`config.mk`:
```
export PLATFORM = sky130hd
export DESIGN_NAME = rgbyuv_ram
export DESIGN_NICKNAME = d
export VERILOG_FILES = /design/src/hw/rtl/rgbyuv_ram.sv
export SDC_FILE = /design/constraint.sdc
export NUM_CORES = 1
export LEC_CHECK = 0
export BUFFER_PORTS_ARGS = -buffer_cell sky130_fd_sc_hd__buf_4
export CAP_MARGIN = 20
export CORE_AREA = 2 2 102 104
export DETAILED_ROUTE_END_ITERATION = 16
export DIE_AREA = 0 0 104 106
export PLACE_DENSITY = 0.82
export SLEW_MARGIN = 20
export SYNTH_ARGS = -nofsm -noshare
export SYNTH_HDL_FRONTEND = slang
export SYNTH_SLANG_ARGS = --single-unit
```
`constraint.sdc`:
```
create_clock -name clk -period 2.2 [get_ports clk]
set_input_delay 0.66 -clock clk [delete_from_list [all_inputs] [get_ports clk]]
set_output_delay 0.66 -clock clk [all_outputs]
set_load 0.03 [all_outputs]
```
`src/hw/rtl/rgbyuv_ram.sv`:
```
// Generic single-write, single-read RAM with registered read data.
// No dependencies.
`timescale 1ns / 1ps

module rgbyuv_ram #(
    parameter int WIDTH = 8,
    parameter int DEPTH = 16
) (
    input  logic                     clk,
    input  logic                     wr_en,
    input  logic [$clog2(DEPTH)-1:0] wr_addr,
    input  logic [WIDTH-1:0]         wr_data,
    input  logic                     rd_en,
    input  logic [$clog2(DEPTH)-1:0] rd_addr,
    output logic [WIDTH-1:0]         rd_data
);

    logic [WIDTH-1:0] mem [DEPTH];

    always_ff @(posedge clk)
    begin
        if (wr_en)
        begin
            mem[wr_addr] <= wr_data;
        end
        if (rd_en)
        begin
            rd_data <= mem[rd_addr];
        end
    end

endmodule

```
[Word-level counts from Yosys, hierarchy flattened]
Memories as Yosys holds them, arrays and structs flattened. A register that Yosys moved wholly into a read port is not among the register bits.
Cells that the tools add are included.
Operators by class
  mux-type cells: 2
Operator list (number)
  $mux W1: 2
Word-level totals
  memory bits (writable): 128
  register bits after elaboration: 0
  logic and storage cells: 3
  memories kept: 1
  input bits: 19
Memories
  mem: words 16, width 8, rd ports 1, clocked after Yosys merged registers in 1, wr ports 1, RTL line 18  | logic [WIDTH-1:0] mem [DEPTH];

[Longest topological paths before layout]
  depth in word-level cells: 2
  gate-level depth with buffers: 5
  mapped depth without buffers: 3

[Worst setup path before layout]
OpenSTA, ideal clock, no wires.
  path type: input -> register
  start point: input wr_addr[2]
  end point: memory mem[0][0], enable pin
  data required time: 1.817 ns
  arrival: 1.770 ns
  stages: 2
  path slack: 0.047 ns
  path through: or3b_2 nor3_1
RTL lines
  start: declaration: RTL line 11  | input logic [$clog2(DEPTH)-1:0] wr_addr,
  end: declaration: RTL line 18
No word-level cell before the write port.

[Worst setup path after layout]
  start point: register rd_data[7], read port of mem
  end point: output rd_data[7]
RTL lines
  start: declaration: RTL line 15  | output logic [WIDTH-1:0] rd_data
No word-level cell between the ends.

==> impl_metrics.csv <==
group,metric,value,unit
run_status,run_status,"finished, final reports clean",
worst_setup_path,crit_path_max_incr_delay,0.42,ns
power,power_density,975,mW/mm²
synthesis,avgSynthCellArea,22.8,µm²
synthesis,seq_area_frac_synth,78.1,%
clocking,post_cts_resized,0,
clocking,insertion_delay,0.52,ns
sta,period_minus_slack,1.78,ns
synthesis,synth_top_area_share,78.1,%
worst_setup_path,worstPathMaxFanout,1,
die,core-area,0.0100,mm²
detailed_routing,drt_wl_total,10.4,mm
sta,setup-violations-final,0,
sta,fin_setup_tns,0,ns
sta,hold_viol,0,
worst_setup_path,cp_num_buf_inv,1,
detailed_routing,routed.top_layer,"met4",
finish,mostFrequentLayoutCell,"edfxtp_1",
clocking,clock_sinks,136,
clocking,cts_hold_buf,0,
power,leakagePower,2.16,nW
placement,place.gp.congestion,0.759,
synthesis,synth-seq-cells,136,
placement,hpwl,6.25,mm
run,drv_cap,0,
detailed_routing,wl_per_cell,23.9,µm
synthesis,synth_cell_types,18,
placement,place_ws,0.0156,ns
finish,syn2layout_area_growth,21.1,%
finish,drive_above_1_share,31.9,%
clocking,clockRootBuffer,"clkbuf_8",
sta,fmax,0.561,GHz
worst_hold_path,min_path_cells,1,
clocking,clk_path_buf_depth,2,
power,vdd_ir_drop_max,0.548,mV
clocking,postCtsSetupBuffers,0,
sta,skew,0.00720,ns
detailed_routing,num_vias,2542,
global_route,antenna_found_initial,0,
finish,final_area,0.00633,mm²
detailed_routing,vias_per_cell,5.86,
finish,final_cell_mix,"136 x edfxtp_1, 45 x buf_4, 18 x mux4_2",
synthesis,synth_nets,248,
global_route,grt_max_degree,17,
clocking,cts_tree,"done",
global_route,grt_overflow,0,
die,die_w,104,µm
sta,fin_crit_sh,81.1,%
synthesis,syn_inst,229,
global_route,gr-usage-all-layers,20.6,%
worst_setup_path,worst_setup_path_end_kind,"output port",
worst_setup_path,worstPathRequired,1.54,ns
worst_setup_path,cpMaxStageDelayCell,"edfxtp_1",
sta,rsz0062_at_grt,"no",
die,fp.dieArea,0.0110,mm²
placement,placed_area,0.00573,mm²
clocking,numCtsBuffers,17,
worst_setup_path,cp_cell_sequence,"buf_4",
worst_setup_path,start_kind,"register",
die,rows,37,
synthesis,synthesis.area,0.00523,mm²
worst_hold_path,hold_path_class,"in -> reg",
synthesis,synth.largest_area_cell,"edfxtp_1",
detailed_routing,route.met2.wl,5.62,mm
die,die_height,106,µm
synthesis,yosysWarnings,0,
die,initial_utilization,52.3,%
worst_setup_path,worst_path_dominant_cell_family,"flip-flops",
sta,drv_slew,0,
detailed_routing,first_iter_violations,280,
die,ioPinCount,27,
detailed_routing,drcViolationCount,0,
detailed_routing,wl_met3,582,µm
placement,io_buffers,26,
global_route,grt_pass1_vias,2694,
worst_setup_path,r2r_cells,3,
clocking,cts.clk_slew.worst_paths,0.06,ns
worst_setup_path,crit_arrival,1.12,ns
finish,insertedDiodeCount,0,
detailed_routing,m1WireLength,4.04,mm
clocking,h-tree-depth,4,
worst_setup_path,critPathKind,"reg -> out",
detailed_routing,antenna_left,0,
worst_setup_path,cp.depth,1,
finish,final_nets,306,
sta,relSlewSlack,72.8,%
sta,tightest_slew,0.408,ns
finish,final_util,63.3,%
detailed_routing,dr.pass1.iters,5,
sta,worst_slack,0.416,ns
global_route,grt_pass1_wl,15.9,mm
synthesis,synth.area.top_cells,"edfxtp_1 78%, mux4_2 7.8%, mux4_1 7.0%",
-- flip-flops by register name, summed over array words and instances, names as in the netlist --
signal,cells
mem,128
rd_data,8
-- cell type report --
| class | count | area [µm²] |
|---|---|---|
| fillers | 684 | 3670 |
| repair buffers | 49 | 418 |
| multi-input cells | 83 | 1060 |
| clock inverters | 10 | 178 |
| clock buffers | 20 | 425 |
| flip-flops and latches | 136 | 4080 |
| well taps | 136 | 170 |
-- routing by layer --
metal  global-route usage, %  vias up
li1                        -     1097
met1                    25.1     1343
met2                    34.9       88
met3                    6.44       14
met4                    8.01        0
met5                       0        -
-- path summary, 6_finish.rpt --
kind / end / startpoint / slack, ns
setup / recovery: rd_data[7] / rd_data[7] / 0.42
hold / removal: rd_data[1] / rd_en / 0.45
setup reg to reg: rd_data[3] / mem[1][3] / 0.60
hold reg to reg: rd_data[2] / mem[14][2] / 0.76
-- where the power goes --
group | total, mW | internal [mW] | switching, mW
registers | 2.94 | 2.92 | 0.0182
logic | 0.316 | 0.141 | 0.175
clock network | 2.92 | 1.93 | 0.987
-- per-stage QoR --
step	cells	hold WS [ns]	power, mW
detailed placement	404	0.749	3.30
finish	434	0.445	6.17
global route	434	0.425	6.31
CTS	434	0.420	6.20
floorplan	229	0.705	3.16
global placement	404	0.733	3.29
-- synthesized netlist by cell type --
cell type	n
buf_6	3
nand2_1	9
nand3b_1	2
nor2b_1	1
and2b_1	1
nand3_1	1
nor2_1	13
clkdlybuf4s25_2	3
nand2b_1	2
mux4_1	14
nor3_1	4
buf_4	1
edfxtp_1	136
or3b_2	1
and2_1	1
a22oi_1	16
buf_2	3
mux4_2	18
-- kinds of logic after synthesis --
logic type / count (synthesis) / share of synthesized area (%)
AO/OA/AOI/OAI: 16 / 2.30
buffers and inverters: 10 / 1.65
flip-flops: 136 / 78.1
multiplexers: 32 / 14.8
AND/OR/NAND/NOR: 35 / 3.14
Power figures use the tool's default switching activity.
