$ cat src/hw/rtl/rgbyuv_pkg.sv
// Shared types, constants and arithmetic helpers for the RGB to YUV converter.
// No dependencies; imported by rgbyuv_csc, the converter top and the testbench.
`timescale 1ns / 1ps

package rgbyuv_pkg;

    localparam int FRAC_BITS   = 16;
    localparam int SUM_W       = 28;
    localparam int STORE_W     = 27;
    localparam int MAX_WIDTH   = 2048;
    localparam int STORE_DEPTH = MAX_WIDTH / 2;
    localparam int SLOT_W      = $clog2(STORE_DEPTH);
    localparam int COL_W       = $clog2(MAX_WIDTH);
    localparam int LW_W        = 12;
    localparam int MODE_W      = 2;
    localparam int SH_W        = 5;

    typedef logic signed [SUM_W-1:0] sum_t;
    typedef logic signed [7:0]       chroma_t;

    typedef struct packed {
        logic [7:0] blue;
        logic [7:0] green;
        logic [7:0] red;
    } pixel_t;

    // subsample modes
    localparam logic [MODE_W-1:0] MODE_444 = 2'd0;
    localparam logic [MODE_W-1:0] MODE_422 = 2'd1;
    localparam logic [MODE_W-1:0] MODE_420 = 2'd2;

    // config register indexes
    localparam logic REG_LINE_WIDTH     = 1'b0;
    localparam logic REG_SUBSAMPLE_MODE = 1'b1;

    localparam logic [LW_W-1:0] LINE_WIDTH_RESET = LW_W'(640);
    localparam logic [LW_W-1:0] WIDTH_MIN        = LW_W'(2);
    localparam logic [LW_W-1:0] WIDTH_MAX        = LW_W'(MAX_WIDTH);

    // weights, round(c * 2^16)
    localparam sum_t K_Y_R = sum_t'(19595);
    localparam sum_t K_Y_G = sum_t'(38470);
    localparam sum_t K_Y_B = sum_t'(7471);
    localparam sum_t K_U_R = sum_t'(9642);
    localparam sum_t K_U_G = sum_t'(18931);
    localparam sum_t K_U_B = sum_t'(28574);
    localparam sum_t K_V_R = sum_t'(40305);
    localparam sum_t K_V_G = sum_t'(33750);
    localparam sum_t K_V_B = sum_t'(6554);

    // shifts for divide by 1, 2 or 4 samples
    localparam logic [SH_W-1:0] SH_1 = SH_W'(FRAC_BITS);
    localparam logic [SH_W-1:0] SH_2 = SH_W'(FRAC_BITS + 1);
    localparam logic [SH_W-1:0] SH_4 = SH_W'(FRAC_BITS + 2);

    // divide by 2^sh truncating toward zero, then saturate to 8 bits signed
    function automatic chroma_t div_sat(input sum_t sum, input logic [SH_W-1:0] sh);
        sum_t bias;
        sum_t q;
        bias = sum[SUM_W-1] ? ((sum_t'(1) <<< sh) - sum_t'(1)) : '0;
        q    = (sum + bias) >>> sh;
        if (q > sum_t'(127))
            div_sat = chroma_t'(127);
        else if (q < -sum_t'(128))
            div_sat = -chroma_t'(128);
        else
            div_sat = q[7:0];
    endfunction

endpackage

$ cat src/hw/rtl/rgbyuv_csc.sv
// Color space matrix: one RGB pixel to clamped luma and unscaled U/V sums.
// Depends on rgbyuv_pkg.
`timescale 1ns / 1ps

module rgbyuv_csc import rgbyuv_pkg::*; (
    input  pixel_t     pix,
    output logic [7:0] luma,
    output sum_t       usum,
    output sum_t       vsum
);

    sum_t r;
    sum_t g;
    sum_t b;
    sum_t ysum;
    sum_t yint;

    assign r = sum_t'(pix.red);
    assign g = sum_t'(pix.green);
    assign b = sum_t'(pix.blue);

    assign ysum = K_Y_R * r + K_Y_G * g + K_Y_B * b;
    assign usum = K_U_B * b - K_U_R * r - K_U_G * g;
    assign vsum = K_V_R * r - K_V_G * g - K_V_B * b;

    assign yint = ysum >>> FRAC_BITS;
    assign luma = (yint > sum_t'(255)) ? 8'hFF : yint[7:0];

endmodule

$ cat config.mk
export PLATFORM = sky130hd
export DESIGN_NAME = rgbyuv_csc
export DESIGN_NICKNAME = d
export VERILOG_FILES = /design/src/hw/rtl/rgbyuv_pkg.sv /design/src/hw/rtl/rgbyuv_csc.sv
export SDC_FILE = /design/constraint.sdc
export NUM_CORES = 1
export LEC_CHECK = 0
export BUFFER_PORTS_ARGS = -buffer_cell sky130_fd_sc_hd__buf_2
export CAP_MARGIN = 20
export CELL_PAD_IN_SITES_DETAIL_PLACEMENT = 1
export CELL_PAD_IN_SITES_GLOBAL_PLACEMENT = 1
export CORE_AREA = 4 4 193 195
export DETAILED_ROUTE_END_ITERATION = 16
export DIE_AREA = 0 0 197 199
export PLACE_DENSITY_LB_ADDON = 0.1
export SLEW_MARGIN = 20
export SYNTH_ARGS = -nofsm -noshare
export SYNTH_HDL_FRONTEND = slang
export SYNTH_SLANG_ARGS = --single-unit
$ cat constraint.sdc
create_clock -name vclk -period 27
set_clock_uncertainty 0.1 [all_clocks]
set_input_delay 1.35 -clock vclk [all_inputs]
set_output_delay 1.35 -clock vclk [all_outputs]
set_load 0.005 [all_outputs]
# Yosys cells after proc, flatten, opt, wreduce, memory -nomap -nowiden
# Index checks and enable logic that the tools add are counted.
dict set report op_classes {
  add_sub_neg 6
  mul 9
  div_mod_pow 0
  magnitude_cmp 1
  n_eq_ne 0
  shift 0
  n_mux 1
  bitwise_logic 0
  n_reduce_logical 0
}
# cell count
set ops {}
lappend ops {{$mul 15x8->23 const A} 4}
lappend ops {{$sub 24x24->25} 2}
lappend ops {{$mul 13x8->21 const A} 2}
lappend ops {{$add 25x21->26} 1}
lappend ops {{$sub 25x22->26} 1}
lappend ops {{$add 23x24->25} 1}
lappend ops {{$mul 16x8->24 const A} 1}
lappend ops {{$sub 23x22->24} 1}
lappend ops {{$mul 14x8->22 const A} 1}
lappend ops {{$mul 12x8->20 const A} 1}
lappend ops {{$gt 10x8->1 const B} 1}
lappend ops {{$mux 8} 1}
dict set report word_totals {
  ff_bits 0
  latch_bits 0
  mem_bits_rw 0
  rom_bits 0
  inputBits 24
  out_inout_bits 64
  wordCells 17
  n_memories 0
}

# Logic depth before layout (Yosys ltp)
dict set report logic_depth {
  word_depth 5
  ltp_mapped 39
  mapped_depth_nobuf 39
}

# Worst setup path before layout
# No wires, ideal clock.
dict set report synth_timing {
  path_type {input to output}
  from {input port pix[10] in the netlist's numbering}
  to {output port vsum[26]}
  t_arrival_ns 9.400
  required_time_ns 25.550
  setup_slack_ns 16.150
  stages 31
  path_buffers 1
  path_cell_list {fa_1 > fa_1 > inv_1 > fa_1 > fa_1 > inv_1 > ha_1 > o41ai_1 > o21bai_1 > nor2b_1 > o21bai_1 > xnor2_1 > fa_1 > fa_1 > inv_1 > fa_1 > fa_1 > inv_1 > ha_1 > and4_1 > and3_1 > a211o_1 > a31oi_1 > xnor2_1 > ha_1 > o21a_1 > o21ai_0 > nand2b_1 > a2111o_1 > o21ai_0 > buf_4}
}
dict set report synth_via {
  elab_chain_len 3
}
# element line
set synth_rtl {}
lappend synth_rtl {{from (decl)} rgbyuv_csc.sv:6} ;# input pixel_t pix,
lappend synth_rtl {{$mul 15x8->23} rgbyuv_csc.sv:24} ;# assign vsum = K_V_R * r - K_V_G * g - K_V_B * b;
lappend synth_rtl {{$sub 24x24->25} rgbyuv_csc.sv:24}
lappend synth_rtl {{$sub 25x22->26} rgbyuv_csc.sv:24}
lappend synth_rtl {{to (decl)} rgbyuv_csc.sv:9} ;# output sum_t vsum
# No other way between the ends.

# Worst setup path in the final report
dict set report layout_timing {
  from {input port pix[14] in the netlist's numbering}
  to {output port vsum[24]}
}
# Same word-level chain as after synthesis.

==> impl_metrics.yaml <==
layout:
  diodes: 0
  final_common_cell: "inv_1"
  postLayoutCoreUtil_pct: 57.6
  seq_cells: 0
  fillCellCount: 4228
  final_cell_mix: "inv_1 (487), ha_1 (479), fa_1 (286)"
  drive_gt1_share_pct: 5.06
  clockBufferCount: 0
  finalNonFillerCells: 2714
  final_nets: 3044
  area_delta_synth_final_pct: 5.07
  area.sequential_um2: 0
floorplanning:
  io-pin-count: 88
  fp.dieW_um: 197
  start_util_pct: 54.8
  die_y_um: 199
  core_um2: 35400
  floorplan.rows: 69
  dieArea_um2: 39200
placement:
  dp.cells: 2714
  dpl.hpwl_um: 52900
  gp_congestion: 0.907
  numPortBuffers: 88
clocking:
  postCtsHoldBufs: 0
  postCtsSetupBuffers: 0
  cts_resized: 0
global_routing:
  grt_overflow_total: 0
  grt_pass1_vias: 17869
  grt_use_total_pct: 30.4
  antenna_found_initial: 1
  grt_max_degree: 21
  grt_first_pass_wirelength_um: 94400
timing:
  worst_slew_pin_slew_ps: 732
  timing.final.hold_violations: 0
  tns_ps: 0
  rsz0062_at_grt: "false"
  clock.fmax_mhz: 81.5
  final.period_utilization_pct: 45.4
  setup_viol: 0
  slew_headroom_pct: 50.6
  layout_min_cycle_time_ps: 12260
  maxSlewViolCount: 0
drt:
  drc: 0
  via_per_inst: 5.82
  antenna_left: 0
  vias: 15794
  routedWlPerCell_um: 21.7
  drt_iter0_drc: 729
  drt_pass1_iterations: 4
  wirelength_um: 58900
yosys:
  synth-seq-area-share_pct: 0
  syn-num-nets: 2960
  syn_area_um2: 19400
  netlist_instances: 2171
  synth_cell_types: 66
  ys_warn_count: 0
  postSynthAreaPerCell_um2: 8.94
worst_setup_path:
  crit_required_ps: 25550
  arrival_ps: 10810
  crit_slowest_cell: "o41ai_1"
  critPathMaxFanout: 11
  cp-end-kind: "output pin"
  start_kind: "input pin"
  max_stage_delay_ps: 610
  crit_type: "input pin to output pin"
hold_path:
  hold_depth: 2
  hold_class: "input pin to output pin"
outcome:
  status: "finished clean"
job:
  maxCapViolCount: 0
worst paths after layout:
kind              startpoint        to  slack, ps
hold / removal        pix[0]   vsum[0]       3100
setup / recovery     pix[14]  vsum[24]      14740
cell families after synthesis:
logic type | Yosys count | share of synthesized area [%]
compound gates | 388 | 13.1
xor+xnor | 169 | 7.62
fa+ha+maj | 765 | 60.4
buf+inv | 497 | 9.74
mux | 3 | 0.155
simple gates | 349 | 9.02
cell type report:
cell class | instances | area (µm²) | share of cell area (%)
multi-input cells | 1674 | 17500 | 85.9
inverters | 487 | 1830 | 8.96
well taps | 461 | 577 | 2.83
repair buffers | 92 | 470 | 2.31
synth_stat cells (10+ instances only):
library cell / instances / share of area [%]
or2_2: 10 / 0.32
ha_1: 479 / 31
a21o_1: 51 / 2.0
nor3_1: 46 / 1.2
fa_1: 286 / 29
a211oi_1: 17 / 0.66
nand3_1: 34 / 0.88
o21bai_1: 21 / 0.81
o21ai_0: 67 / 1.7
xor2_1: 61 / 2.8
nand2b_1: 31 / 1.0
a31oi_1: 14 / 0.45
xnor2_1: 108 / 4.9
and3_1: 17 / 0.55
inv_1: 487 / 9.4
nor2b_1: 17 / 0.55
o21a_1: 21 / 0.81
nor2_1: 78 / 1.5
or3_1: 13 / 0.42
nand2_1: 66 / 1.3
a21oi_1: 119 / 3.1
metal layers:
layer,vias to the layer above,global-route usage [%],part of all wire [%]
met1,7955,37.8,41
li1,7386,-,-
met3,112,2.71,4.3
met4,0,9.07,3.9
met2,341,56.3,51
met5,-,0,0
metrics by stage:
step	hold slack, ps	setup WS, ps	cell area (µm²)
2_1_floorplan	2660	16150	19400
3_3_place_gp	3100	15220	20400
3_5_place_dp	3090	14800	20400
4_1_cts	3100	14780	20400
5_1_grt	3120	14110	20400
6_report	3100	14740	20400
critical path: cells and delay by family:
| family | cells | cell delay (ps) |
|---|---|---|
| compound gates | 10 | 2270 |
| fa+ha+maj | 11 | 4410 |
| buf+inv | 8 | 830 |
| simple gates | 6 | 1200 |
| xor+xnor | 3 | 730 |
Power is left out: the tool's default activity adds up to more than one toggle a clock period on the data nets, which glitch-free logic cannot reach.
